--- src/hdl/whole_word_token_replacer_defines.svh ---
// Assertion helpers used by the datapath RTL file.
// Each macro expects signals named clk and rst_n in the calling module.
`ifndef WHOLE_WORD_TOKEN_REPLACER_DEFINES_SVH
`define WHOLE_WORD_TOKEN_REPLACER_DEFINES_SVH

// Same-cycle implication, checked outside reset.
`define WWTR_ASSERT_IMP(lbl, ante, cons, msg) \
  lbl: assert property (@(posedge clk) disable iff (!rst_n) (ante) |-> (cons)) \
    else $error(msg);

// Next-cycle implication, checked outside reset.
`define WWTR_ASSERT_NXT(lbl, ante, cons, msg) \
  lbl: assert property (@(posedge clk) disable iff (!rst_n) (ante) |=> (cons)) \
    else $error(msg);

`endif

--- src/hdl/wwtr_pkg.sv ---
`timescale 1ns / 1ps
package wwtr_pkg;

  // Token buffer depth in bytes.
  localparam int MAX_WORD = 8;
  localparam int TOK_IDX_W = (MAX_WORD > 1) ? $clog2(MAX_WORD) : 1;

  // Length fields hold 0 to 15, the replacement word always has eight lanes.
  localparam int LEN_W = 4;
  localparam int REPL_BYTES = 8;
  localparam int REPL_IDX_W = 3;
  localparam int WORD_W = 64;
  localparam int HITS_W = 32;
  localparam int CFG_IDX_W = 3;

  localparam logic [7:0] CH_UNDERSCORE = 8'h5F;
  localparam logic [7:0] CH_DOLLAR = 8'h24;
  localparam logic [7:0] CASE_OFFSET = 8'h20;
  localparam logic [7:0] CH_NUL = 8'h00;

  // Configuration register indexes.
  localparam logic [CFG_IDX_W-1:0] CFG_SEARCH_WORD = 3'd0;
  localparam logic [CFG_IDX_W-1:0] CFG_SEARCH_LEN = 3'd1;
  localparam logic [CFG_IDX_W-1:0] CFG_REPLACE_WORD = 3'd2;
  localparam logic [CFG_IDX_W-1:0] CFG_REPLACE_LEN = 3'd3;
  localparam logic [CFG_IDX_W-1:0] CFG_REPLACE_EN = 3'd4;
  localparam logic [CFG_IDX_W-1:0] CFG_FOLD_CASE = 3'd5;

  typedef struct packed {
    logic [7:0] in_byte;
    logic       end_of_text;
  } in_word_t;

  typedef struct packed {
    logic [7:0]        out_byte;
    logic              byte_valid;
    logic              last;
    logic [HITS_W-1:0] hits;
  } out_word_t;

  typedef enum logic [1:0] {
    ST_IDLE,
    ST_TOKEN,
    ST_TAIL
  } wwtr_state_t;

  // Commands from the controller to the datapath.
  typedef struct packed {
    logic capture;
    logic store;
    logic flush;
    logic spill;
    logic emit_tok;
    logic emit_tail;
  } wwtr_cmd_t;

  // Status from the datapath to the controller.
  typedef struct packed {
    logic in_end;
    logic in_ident;
    logic tok_ovf;
    logic tok_full;
    logic tok_live;
    logic emit_done;
    logic out_free;
  } wwtr_status_t;

  function automatic logic is_ident(input logic [7:0] c);
    return (c >= "a" && c <= "z") || (c >= "A" && c <= "Z") ||
           (c >= "0" && c <= "9") || c == CH_UNDERSCORE || c == CH_DOLLAR;
  endfunction

  function automatic logic [7:0] fold_byte(input logic [7:0] c, input logic en);
    return (en && c >= "a" && c <= "z") ? c - CASE_OFFSET : c;
  endfunction

endpackage

--- src/hdl/whole_word_token_replacer.sv ---
`timescale 1ns / 1ps
// After an input word that is not stored is accepted, the controller enters its token or
// tail state and each result is then registered in the output register. A byte stored
// into the token gives no result; any other byte, and each token end or spill, walks out
// the emitted token or replacement bytes, then the byte or end word; out_ready low stalls the walk.
// Reset: synchronous active-low rst_n clears the configuration, token count, hits, output
// valid and the controller; both ready outputs stay low while reset is held.
module whole_word_token_replacer (
  input  logic                           clk,
  input  logic                           rst_n,
  input  logic                           in_valid,
  output logic                           in_ready,
  input  wwtr_pkg::in_word_t             in_data,
  output logic                           out_valid,
  input  logic                           out_ready,
  output wwtr_pkg::out_word_t            out_data,
  input  logic                           cfg_valid,
  output logic                           cfg_ready,
  input  logic [wwtr_pkg::CFG_IDX_W-1:0] cfg_index,
  input  logic [wwtr_pkg::WORD_W-1:0]    cfg_data
);
  import wwtr_pkg::*;

  // The controller and the datapath talk only through these two structs.
  wwtr_cmd_t    cmd;
  wwtr_status_t status;

  // Configuration words are taken whenever the block is out of reset. They are
  // expected only while the block is idle, so no interlock with the token path
  // is needed.
  assign cfg_ready = rst_n;

  // The controller accepts an input word only in its idle state. It stores identifier
  // bytes directly while the token has room, passes them on after an overflow, or starts
  // a flush or spill that walks the token or replacement bytes out one word per cycle while
  // the output register is free, then ends with the byte itself or the last-marked end word.
  wwtr_ctrl u_ctrl (
    .clk      (clk),
    .rst_n    (rst_n),
    .in_valid (in_valid),
    .in_ready (in_ready),
    .status   (status),
    .cmd      (cmd)
  );

  // The datapath holds the configuration, the token buffer, the hit counter
  // and the output register. The output register lets the next input word be
  // accepted while a finished result still waits for the consumer.
  wwtr_datapath u_datapath (
    .clk       (clk),
    .rst_n     (rst_n),
    .in_data   (in_data),
    .cfg_we    (cfg_valid && cfg_ready),
    .cfg_index (cfg_index),
    .cfg_data  (cfg_data),
    .cmd       (cmd),
    .status    (status),
    .out_valid (out_valid),
    .out_ready (out_ready),
    .out_data  (out_data)
  );

endmodule

--- src/hdl/wwtr_ctrl.sv ---
`timescale 1ns / 1ps
module wwtr_ctrl (
  input  logic                  clk,
  input  logic                  rst_n,
  input  logic                  in_valid,
  output logic                  in_ready,
  input  wwtr_pkg::wwtr_status_t status,
  output wwtr_pkg::wwtr_cmd_t    cmd
);
  import wwtr_pkg::*;

  wwtr_state_t state_r, state_nxt;

  always_ff @(posedge clk) begin
    if (!rst_n) begin
      state_r <= ST_IDLE;
    end else begin
      state_r <= state_nxt;
    end
  end

  always_comb begin
    state_nxt = state_r;
    cmd = '0;
    in_ready = 1'b0;
    unique case (state_r)
      ST_IDLE: begin
        in_ready = rst_n;
        if (in_valid && rst_n) begin
          priority if (status.in_end || !status.in_ident) begin
            cmd.capture = 1'b1;
            cmd.flush = 1'b1;
            state_nxt = status.tok_live ? ST_TOKEN : ST_TAIL;
          end else if (status.tok_ovf) begin
            cmd.capture = 1'b1;
            state_nxt = ST_TAIL;
          end else if (!status.tok_full) begin
            cmd.store = 1'b1;
          end else begin
            cmd.capture = 1'b1;
            cmd.spill = 1'b1;
            state_nxt = ST_TOKEN;
          end
        end
      end
      ST_TOKEN: begin
        if (status.emit_done) begin
          state_nxt = ST_TAIL;
        end else if (status.out_free) begin
          cmd.emit_tok = 1'b1;
        end
      end
      ST_TAIL: begin
        if (status.out_free) begin
          cmd.emit_tail = 1'b1;
          state_nxt = ST_IDLE;
        end
      end
      default: state_nxt = ST_IDLE;
    endcase
  end

endmodule

--- src/hdl/wwtr_datapath.sv ---
`timescale 1ns / 1ps
`include "whole_word_token_replacer_defines.svh"
module wwtr_datapath (
  input  logic                               clk,
  input  logic                               rst_n,
  input  wwtr_pkg::in_word_t                 in_data,
  input  logic                               cfg_we,
  input  logic [wwtr_pkg::CFG_IDX_W-1:0]     cfg_index,
  input  logic [wwtr_pkg::WORD_W-1:0]        cfg_data,
  input  wwtr_pkg::wwtr_cmd_t                cmd,
  output wwtr_pkg::wwtr_status_t             status,
  output logic                               out_valid,
  input  logic                               out_ready,
  output wwtr_pkg::out_word_t                out_data
);
  import wwtr_pkg::*;

  logic [WORD_W-1:0] search_word_r, replace_word_r;
  logic [LEN_W-1:0]  search_len_r, replace_len_r;
  logic              replace_en_r, fold_case_r;

  logic [7:0]        tok_store_r [MAX_WORD];
  logic [LEN_W-1:0]  tok_cnt_r;
  logic              tok_ovf_r;
  logic [HITS_W-1:0] hits_r;

  logic [7:0]        cur_byte_r;
  logic              cur_end_r;
  logic              emit_repl_r;
  logic [LEN_W-1:0]  emit_len_r, emit_idx_r;
  logic              out_valid_r;
  out_word_t         out_r;

  logic [7:0]        in_fold;
  logic              in_end;
  logic              tok_live, tok_full, bytes_eq, match, substitute, emit_done;
  logic [LEN_W-1:0]  repl_n;
  logic [7:0]        emit_byte;

  assign in_fold = fold_byte(in_data.in_byte, fold_case_r);
  assign in_end = in_data.end_of_text || (in_data.in_byte == CH_NUL);
  assign tok_live = !tok_ovf_r && (tok_cnt_r != '0);
  assign tok_full = (tok_cnt_r == LEN_W'(MAX_WORD));
  assign repl_n = (replace_len_r > LEN_W'(REPL_BYTES)) ? LEN_W'(REPL_BYTES) : replace_len_r;
  assign emit_done = (emit_idx_r == emit_len_r);

  // Byte compare over the stored part of the token only.
  always_comb begin
    bytes_eq = 1'b1;
    for (int i = 0; i < MAX_WORD; i++) begin
      if ((LEN_W'(i) < tok_cnt_r) && (tok_store_r[i] != search_word_r[8*i +: 8])) begin
        bytes_eq = 1'b0;
      end
    end
  end

  assign match = tok_live && (search_len_r != '0) &&
                 (search_len_r <= LEN_W'(MAX_WORD)) &&
                 (tok_cnt_r == search_len_r) && bytes_eq;
  assign substitute = match && replace_en_r;

  assign emit_byte = emit_repl_r ?
                     replace_word_r[8*emit_idx_r[REPL_IDX_W-1:0] +: 8] :
                     tok_store_r[emit_idx_r[TOK_IDX_W-1:0]];

  assign status.in_end = in_end;
  assign status.in_ident = is_ident(in_data.in_byte);
  assign status.tok_ovf = tok_ovf_r;
  assign status.tok_full = tok_full;
  assign status.tok_live = tok_live;
  assign status.emit_done = emit_done;
  assign status.out_free = !out_valid_r || out_ready;

  assign out_valid = out_valid_r;
  assign out_data = out_r;

  always_ff @(posedge clk) begin
    if (cmd.store) begin
      tok_store_r[tok_cnt_r[TOK_IDX_W-1:0]] <= in_fold;
    end
    if (cmd.capture) begin
      cur_byte_r <= in_fold;
      cur_end_r <= in_end;
    end
    if (cmd.emit_tok) begin
      out_r <= '{out_byte: emit_byte, byte_valid: 1'b1, last: 1'b0, hits: hits_r};
    end else if (cmd.emit_tail) begin
      out_r <= '{out_byte: cur_end_r ? CH_NUL : cur_byte_r, byte_valid: !cur_end_r,
                 last: cur_end_r, hits: hits_r};
    end
  end

  always_ff @(posedge clk) begin
    if (!rst_n) begin
      search_word_r <= '0;
      search_len_r <= '0;
      replace_word_r <= '0;
      replace_len_r <= '0;
      replace_en_r <= 1'b0;
      fold_case_r <= 1'b0;
      tok_cnt_r <= '0;
      tok_ovf_r <= 1'b0;
      hits_r <= '0;
      emit_repl_r <= 1'b0;
      emit_len_r <= '0;
      emit_idx_r <= '0;
      out_valid_r <= 1'b0;
    end else begin
      if (cfg_we) begin
        unique case (cfg_index)
          CFG_SEARCH_WORD:  search_word_r <= cfg_data;
          CFG_SEARCH_LEN:   search_len_r <= cfg_data[LEN_W-1:0];
          CFG_REPLACE_WORD: replace_word_r <= cfg_data;
          CFG_REPLACE_LEN:  replace_len_r <= cfg_data[LEN_W-1:0];
          CFG_REPLACE_EN:   replace_en_r <= cfg_data[0];
          CFG_FOLD_CASE:    fold_case_r <= cfg_data[0];
          default: ;
        endcase
      end
      if (cmd.store) begin
        tok_cnt_r <= tok_cnt_r + LEN_W'(1);
      end
      if (cmd.flush) begin
        if (match && (hits_r != '1)) begin
          hits_r <= hits_r + HITS_W'(1);
        end
        emit_repl_r <= substitute;
        emit_len_r <= substitute ? repl_n : (tok_live ? tok_cnt_r : '0);
        emit_idx_r <= '0;
        tok_cnt_r <= '0;
        tok_ovf_r <= 1'b0;
      end
      if (cmd.spill) begin
        emit_repl_r <= 1'b0;
        emit_len_r <= tok_cnt_r;
        emit_idx_r <= '0;
        tok_cnt_r <= '0;
        tok_ovf_r <= 1'b1;
      end
      if (cmd.emit_tok) begin
        emit_idx_r <= emit_idx_r + LEN_W'(1);
        out_valid_r <= 1'b1;
      end else if (cmd.emit_tail) begin
        out_valid_r <= 1'b1;
        if (cur_end_r) begin
          hits_r <= '0;
        end
      end else if (out_ready) begin
        out_valid_r <= 1'b0;
      end
    end
  end

  `WWTR_ASSERT_IMP(a_ovf_empty, tok_ovf_r, tok_cnt_r == '0, "overflowed token holds bytes")
  `WWTR_ASSERT_IMP(a_emit_range, cmd.emit_tok, emit_idx_r < emit_len_r, "emit past length")
  `WWTR_ASSERT_NXT(a_end_clears, cmd.emit_tail && cur_end_r, hits_r == '0, "hits not cleared")
  `WWTR_ASSERT_IMP(a_last_empty, out_valid_r && out_r.last, !out_r.byte_valid,
                   "last result carries a byte")

endmodule
--- config.mk ---
export PLATFORM = sky130hd
export DESIGN_NAME = whole_word_token_replacer
export DESIGN_NICKNAME = d
export VERILOG_FILES = /design/src/hdl/wwtr_pkg.sv /design/src/hdl/whole_word_token_replacer.sv /design/src/hdl/wwtr_ctrl.sv /design/src/hdl/wwtr_datapath.sv
export VERILOG_INCLUDE_DIRS = /design/src /design/src/hdl
export SDC_FILE = /design/constraint.sdc
export NUM_CORES = 1
export LEC_CHECK = 0
export BUFFER_PORTS_ARGS = -buffer_cell sky130_fd_sc_hd__buf_4
export CORE_AREA = 2 2 117 233
export DETAILED_ROUTE_END_ITERATION = 7
export DIE_AREA = 0 0 119 235
export GPL_TIMING_DRIVEN = 0
export PLACE_DENSITY = 0.79
export SYNTH_ARGS = -nofsm -noshare
export SYNTH_HDL_FRONTEND = slang
export SYNTH_SLANG_ARGS = --single-unit
--- constraint.sdc ---
create_clock -name clk -period 3.3 [get_ports clk]
set_clock_uncertainty 0.05 [all_clocks]
set_input_delay 0.495 -clock clk [delete_from_list [all_inputs] [get_ports clk]]
set_output_delay 0.495 -clock clk [all_outputs]
set_load 0.005 [all_outputs]
==> run metrics, run 1 <==
first-pass GRT wire length=60400 µm; clk root buf=clkbuf_16; Global Route met2 Usage=0.533; synth unique cells=64; main area contributors after synthesis=dfxtp_1, edfxtp_1, nand2_1; pwr dens=486 mW/mm²; Clock transition at path regs=0.07 ns; CTS tree=done; Pint=0.00610 W; Crit Path Category=reg2reg; die footprint=0.0280 mm²; routed len/inst=21.3 µm; Die H=235 µm; drt pass-1 iters=5; Via Count=10897; clock buffer depth=3; Mapped Nets=1441; highest clock rate=311 MHz; DRC=0; run status=finished, final reports clean; setup TNS=0 ns; headroom to the max-slew limit=0.223; H-tree depth=1; sequential share of the synthesized area=0.526; Final Hold Viols=0; mapped cell area=0.0137 mm²; Gate power share=0.064; sw power=0.00171 W; Peak VDD IR=0.000523 V; GRT met3 Usage=0.0330; Req. time, crit path=3.72 ns; Sequential Area=0.00724 mm²; FILL cells=2141; Async SR Flop Fraction=0; Total Nets Final=1594; maximum capacitance violations=0; register share of total power=0.514; total track usage=0.282; Routed Antenna Nets=0; kind of end point of the critical path=register; LEAKAGE=5.57 nW; Sw Share=0.219; pre-CTS WS=-0.564 ns; FP Rows=84; initial core utilization=0.525; port buffer count=123; Most Crowded Layer GR=met2; P&R area growth vs syn=17.1%; Hold Crit Class=in2reg; clock network power share=0.423; most frequent cells in the layout=nand2_1, dfxtp_1, a21boi_0, buf_4, edfxtp_1; top cell type's share of synthesized area=0.280; ant diodes=0; commonest non-fill, non-tap cell in the layout=nand2_1; DR iter-0 viols=775; grt total ovfl=0; I/O pins=126; largest net degree at the start of global routing=45; Data arrival, critical path=3.64 ns; Slew @ Worst Pin=1.16 ns; mean post-synth cell area=10.2 µm²; fin. max-slew vios=0; DP HPWL=31000 µm; Synth area leader=dfxtp_1; RD Place Congestion=1.03; FF+latch count, synth=305; drt total wl=39700 µm; Num CTS Buffers=26; share of cells above drive strength 1=0.152; Final Cycle Share=0.975; Mapped Cells=1353; routing usage on met1=0.252; Clk Latency, worst-skew pair=0.55 ns; post-layout min period=3.22 ns; Worst Slack Setup Final=0.0836 ns; final setup violation count=0; vias in the first global route=11159; die width=119 µm; Crit Path Max Fanout=10; Post-synth EDFFs=113; Most used DFF post-synth=dfxtp_1; startpoint types=register; initial antenna violation count=0; RSZ-0062 raised after global routing=true; vias per cell=5.83; total core area=0.0262 mm²; multi-input combinational cell area=0.00613 mm²; Synth warnings=0; CTS sink cnt=305
[worst paths after layout]
check                                     start                       endpoint  slack (ns)  cells past startpoint
setup / recovery        u_datapath.tok_cnt_r[0]          u_datapath.hits_r[19]        0.08                     11
hold / removal                     cfg_data[37]  u_datapath.replace_word_r[37]        0.16                      3
setup reg to reg        u_datapath.tok_cnt_r[0]          u_datapath.hits_r[19]        0.08                     11
hold reg to reg   u_datapath.replace_word_r[17]  u_datapath.replace_word_r[17]        0.41                      2
[state kept, by name (all words and copies together), names as in the netlist, 2 cells and up, named ones only]
signal / cells
u_datapath.out_data: 42
u_datapath.emit_idx_r: 4
u_datapath.cur_byte_r: 8
u_datapath.tok_store_r: 64
u_ctrl.state_r: 2
u_datapath.search_word_r: 64
u_datapath.tok_cnt_r: 4
u_datapath.search_len_r: 4
u_datapath.replace_word_r: 64
u_datapath.replace_len_r: 4
u_datapath.hits_r: 32
u_datapath.emit_len_r: 4
[area by class of cell]
cell class,instances,share of cell area
buffer,82,0.0210
clock buffer,39,0.0519
clock inverter,8,0.00575
inverter,19,0.00443
multi-input combinational,946,0.381
sequential,305,0.450
tap,344,0.0267
timing repair buffer,126,0.0595
[synth_stat cells (3+ instances only)]
master      n
and2_1     37
o21ai_0    17
nor2_1     38
or4_1      10
nor3_1     20
buf_1       3
and4_1      6
dfxtp_1   192
a22o_1      8
buf_2       5
a21oi_1    40
a31o_2      3
edfxtp_1  113
mux4_2     32
nand2b_1   20
ha_1        7
inv_1      19
nand4_1    19
clkbuf_1   72
or3_1       8
or2_2       3
and3_1      5
nand2_1   310
xor2_1     59
nand3b_1    7
nor3b_1     4
mux2i_1    28
a21boi_0  130
a31oi_1     3
a211oi_1    9
o31ai_1     8
nor4_1     20
nand3_1    29
nor2b_1    19
xnor2_1    14
[worst max-delay path, cell delays in order (launching register included)]
cell and delay, ns:
dfxtp_1 0.50, inv_1 0.17, ha_1 0.27, nor3b_1 0.19, nor2_1 0.21, nand3_1 0.11, nor4_1 0.25, nand4_1 0.27
clkbuf_2 0.27, clkbuf_2 0.28, nor3_1 0.34, mux2i_1 0.23
[cells by family (layout without fill, tap and decap cells)]
kind of cell	Yosys count	count (layout)	share of synthesized area
and+or+nand+nor	563	563	0.193
adders and majority gates	7	7	0.00637
DFF	305	305	0.526
muxes	60	60	0.0728
AOI/OAI and AO/OA	243	243	0.125
buffers and inverters	102	274	0.0297
xor gates and xnor gates	73	73	0.0465
[repair_timing]
action,4_1_cts,5_1_grt
gates resized for setup,4,7
hold buffers,0,0
pin swaps,0,1
endpoints found under the setup margin,23,78
buffers inserted,0,1
[per-stage QoR]
| stage | hold WS (ns) | instance area (µm²) | utilization | instances | total power (W) |
|---|---|---|---|---|---|
| 5_1_grt | 0.164 | 16100 | 0.615 | 1869 | 0.00801 |
| 3_3_place_gp | 0.396 | 15100 | 0.577 | 1820 | 0.00458 |
| 4_1_cts | 0.155 | 16100 | 0.614 | 1868 | 0.00782 |
| 6_report | 0.162 | 16100 | 0.615 | 1869 | 0.00782 |
| 2_1_floorplan | 0.386 | 13700 | - | 1353 | 0.00431 |
| 3_5_place_dp | 0.405 | 15100 | 0.578 | 1822 | 0.00459 |
[power groups by stage]
| stage | logic (W) | clock network [W] | registers [W] |
|---|---|---|---|
| after CTS | 0.000494 | 0.00331 | 0.00401 |
| after global placement | 0.000475 | 0 | 0.00410 |
| after floorplan | 0.000213 | 0 | 0.00409 |
| after global routing | 0.000535 | 0.00346 | 0.00402 |
| final | 0.000498 | 0.00330 | 0.00401 |
| after detailed placement | 0.000492 | 0 | 0.00410 |
[metal layers]
layer / vias to the layer above / wire, µm / part of all wire
li1: 5068 / - / -
met4: 0 / 4400 / 0.11
met1: 5182 / 12400 / 0.31
met2: 446 / 21300 / 0.54
met3: 201 / 1630 / 0.041
met5: - / 0 / 0
(Power assumes the default switching activity.)
==> inputs of run 2 (changes only) <==
Settings changed: CTS_CLUSTER_SIZE set to 16, PLACE_DENSITY 0.79 to 0.76.
Clock period 3.3 ns to 3.8 ns, I/O delays scaled along.
==> run 2 against run 1 <==
Power shrank 14%. Worst hold slack gained 0.054 ns. Combinational power shrank 13%. Non-clock buffer count is the same. Critical endpoint is now u_datapath.hits_r[29]. Largest cell class unchanged.
==> run metrics, run 2 (synthesis gave the netlist of run 1 again) <==
run status=finished, final reports clean; H-tree depth=1 (unchanged); Peak VDD IR=0.000365 V (-30%); grt total ovfl=0 (unchanged); slowest stage delay, CP=0.40 ns (-0.10 ns); total core area=0.0262 mm² (unchanged); Final Instance Count excl. Fillers=1870 (+0.054%); RSZ-0062 raised after global routing=false; Worst Slack Setup Final=0.156 ns (+0.0722 ns); post-cts sizing count=0 (-4); fin. max-slew vios=0 (unchanged); Hold Crit Class=in2reg; Total Nets Final=1594 (unchanged); vias in the first global route=11107 (-0.47%); Final Hold Viols=0 (unchanged); utilization after layout=0.613 (-0.00172); DR iter-0 viols=725 (-6.5%); Crit Path Category=reg2reg; P&R area growth vs syn=16.8%; Crit Path Max Fanout=10 (unchanged); die width=119 µm (unchanged); DRC=0 (unchanged); Clock transition at path regs=0.07 ns (about the same); Final Cycle Share=0.959 (-0.0157); drt total wl=39400 µm (-0.73%); crit-path most repeated cell=clkbuf_1; startpoint types=register; Die H=235 µm (unchanged); Num CTS Buffers=26 (unchanged); I/O pins=126 (unchanged); Worst Hold Depth=3 (unchanged); maximum capacitance violations=0 (unchanged); Post-Place Cells=1822 (unchanged); clk root buf=clkbuf_16; Reg2Reg Depth=12 (+1); DP HPWL=30800 µm (-0.66%); die footprint=0.0280 mm² (unchanged); Req. time, crit path=4.23 ns (+0.51 ns); post-layout min period=3.64 ns (+0.428 ns); first-pass GRT wire length=60100 µm (-0.42%); Routed Antenna Nets=0 (unchanged); Clk Latency, worst-skew pair=0.57 ns (+0.02 ns); Data arrival, critical path=4.07 ns (+0.43 ns); most frequent cells in the layout=nand2_1, dfxtp_1, a21boi_0, buf_4, edfxtp_1; drt pass-1 iters=5 (unchanged); total track usage=0.282 (-0.000676); Hold-fix buffers, CTS=0 (unchanged); pwr dens=420 mW/mm² (-13%); initial core utilization=0.525 (unchanged); RD Place Congestion=1.04 (+0.61%); commonest non-fill, non-tap cell in the layout=nand2_1; Pwr Total=0.00674 W (-14%); ant diodes=0 (unchanged); kind of end point of the critical path=register; FP Rows=84 (unchanged); vias per cell=5.76 (-1.1%); highest clock rate=274 MHz (-12%); LEAKAGE=5.55 nW (-0.35%); headroom to the max-slew limit=0.151 (-0.0716); initial antenna violation count=0 (unchanged); worst path cell trace=clkbuf_1 > inv_1 > ha_1 > nor3b_1 > nor2_1 > nand3_1 > nor4_1 > nand4_1 > clkbuf_1 > clkbuf_1 > nor3_1 > mux2i_1; routed len/inst=21.1 µm (-0.78%); critical path's slowest cell=nor3_1; postcts setup bufs=0 (unchanged); pre-CTS WS=-0.193 ns (+0.371 ns); final setup violation count=0 (unchanged); Slew @ Worst Pin=1.26 ns (+0.107 ns); clock buffer depth=3 (unchanged); Via Count=10780 (-1.1%); CTS sink cnt=305 (unchanged); share of cells above drive strength 1=0.147 (-0.00534); port buffer count=123 (unchanged); CTS tree=done; largest net degree at the start of global routing=44 (-2.2%)
run 2: worst paths after layout:
kind                                  from                       endpoint  slack [ns]
max                u_datapath.tok_cnt_r[1]          u_datapath.hits_r[29]        0.16
min                           cfg_data[32]  u_datapath.replace_word_r[32]        0.22
max reg2reg        u_datapath.tok_cnt_r[1]          u_datapath.hits_r[29]        0.16
min reg2reg  u_datapath.replace_word_r[23]  u_datapath.replace_word_r[23]        0.41
run 2: layout make-up:
class	instances	area, µm²
Buffer	83	338
Clock buffer	39	826
Clock inverter	9	90.1
Fill cell	2168	10100
Inverter	19	71.3
Multi-Input combinational cell	946	6110
Sequential cell	305	7240
Tap cell	344	430
Timing Repair Buffer	125	951
run 2: metrics by stage:
| stage | TNS (ns) | hold slack (ns) | area (µm²) |
|---|---|---|---|
| after detailed placement | -1.54 | 0.405 | 15100 |
| after global placement | -29.34 | 0.397 | 15100 |
| after floorplan | 0 | 0.386 | 13700 |
| final | 0 | 0.215 | 16100 |
| after CTS | 0 | 0.205 | 16100 |
| after global routing | 0 | 0.215 | 16100 |
run 2: where the power goes:
group	switching, W	leakage, nW	total (W)	internal, W
Sequential	0.0000326	2.59	0.00348	0.00345
Clock	0.00124	0.455	0.00283	0.00159
Combinational	0.000246	2.51	0.000431	0.000186
Total	0.00152	5.55	0.00674	0.00523
run 2: critical path, delay by kind of cell (launching register included):
kind                       cells  cell delay (ns)
muxes                          1             0.21
DFF                            1             0.35
adders and majority gates      1             0.27
and+or+nand+nor                6             1.45
buffers and inverters          4             1.22
run 2: layer usage:
layer / vias up / share of wire / global-route usage
met2: 457 / 0.53 / 0.529
li1: 5069 / - / -
met1: 5068 / 0.32 / 0.251
met5: - / 0 / 0
met3: 186 / 0.046 / 0.0413
met4: 0 / 0.10 / 0.252
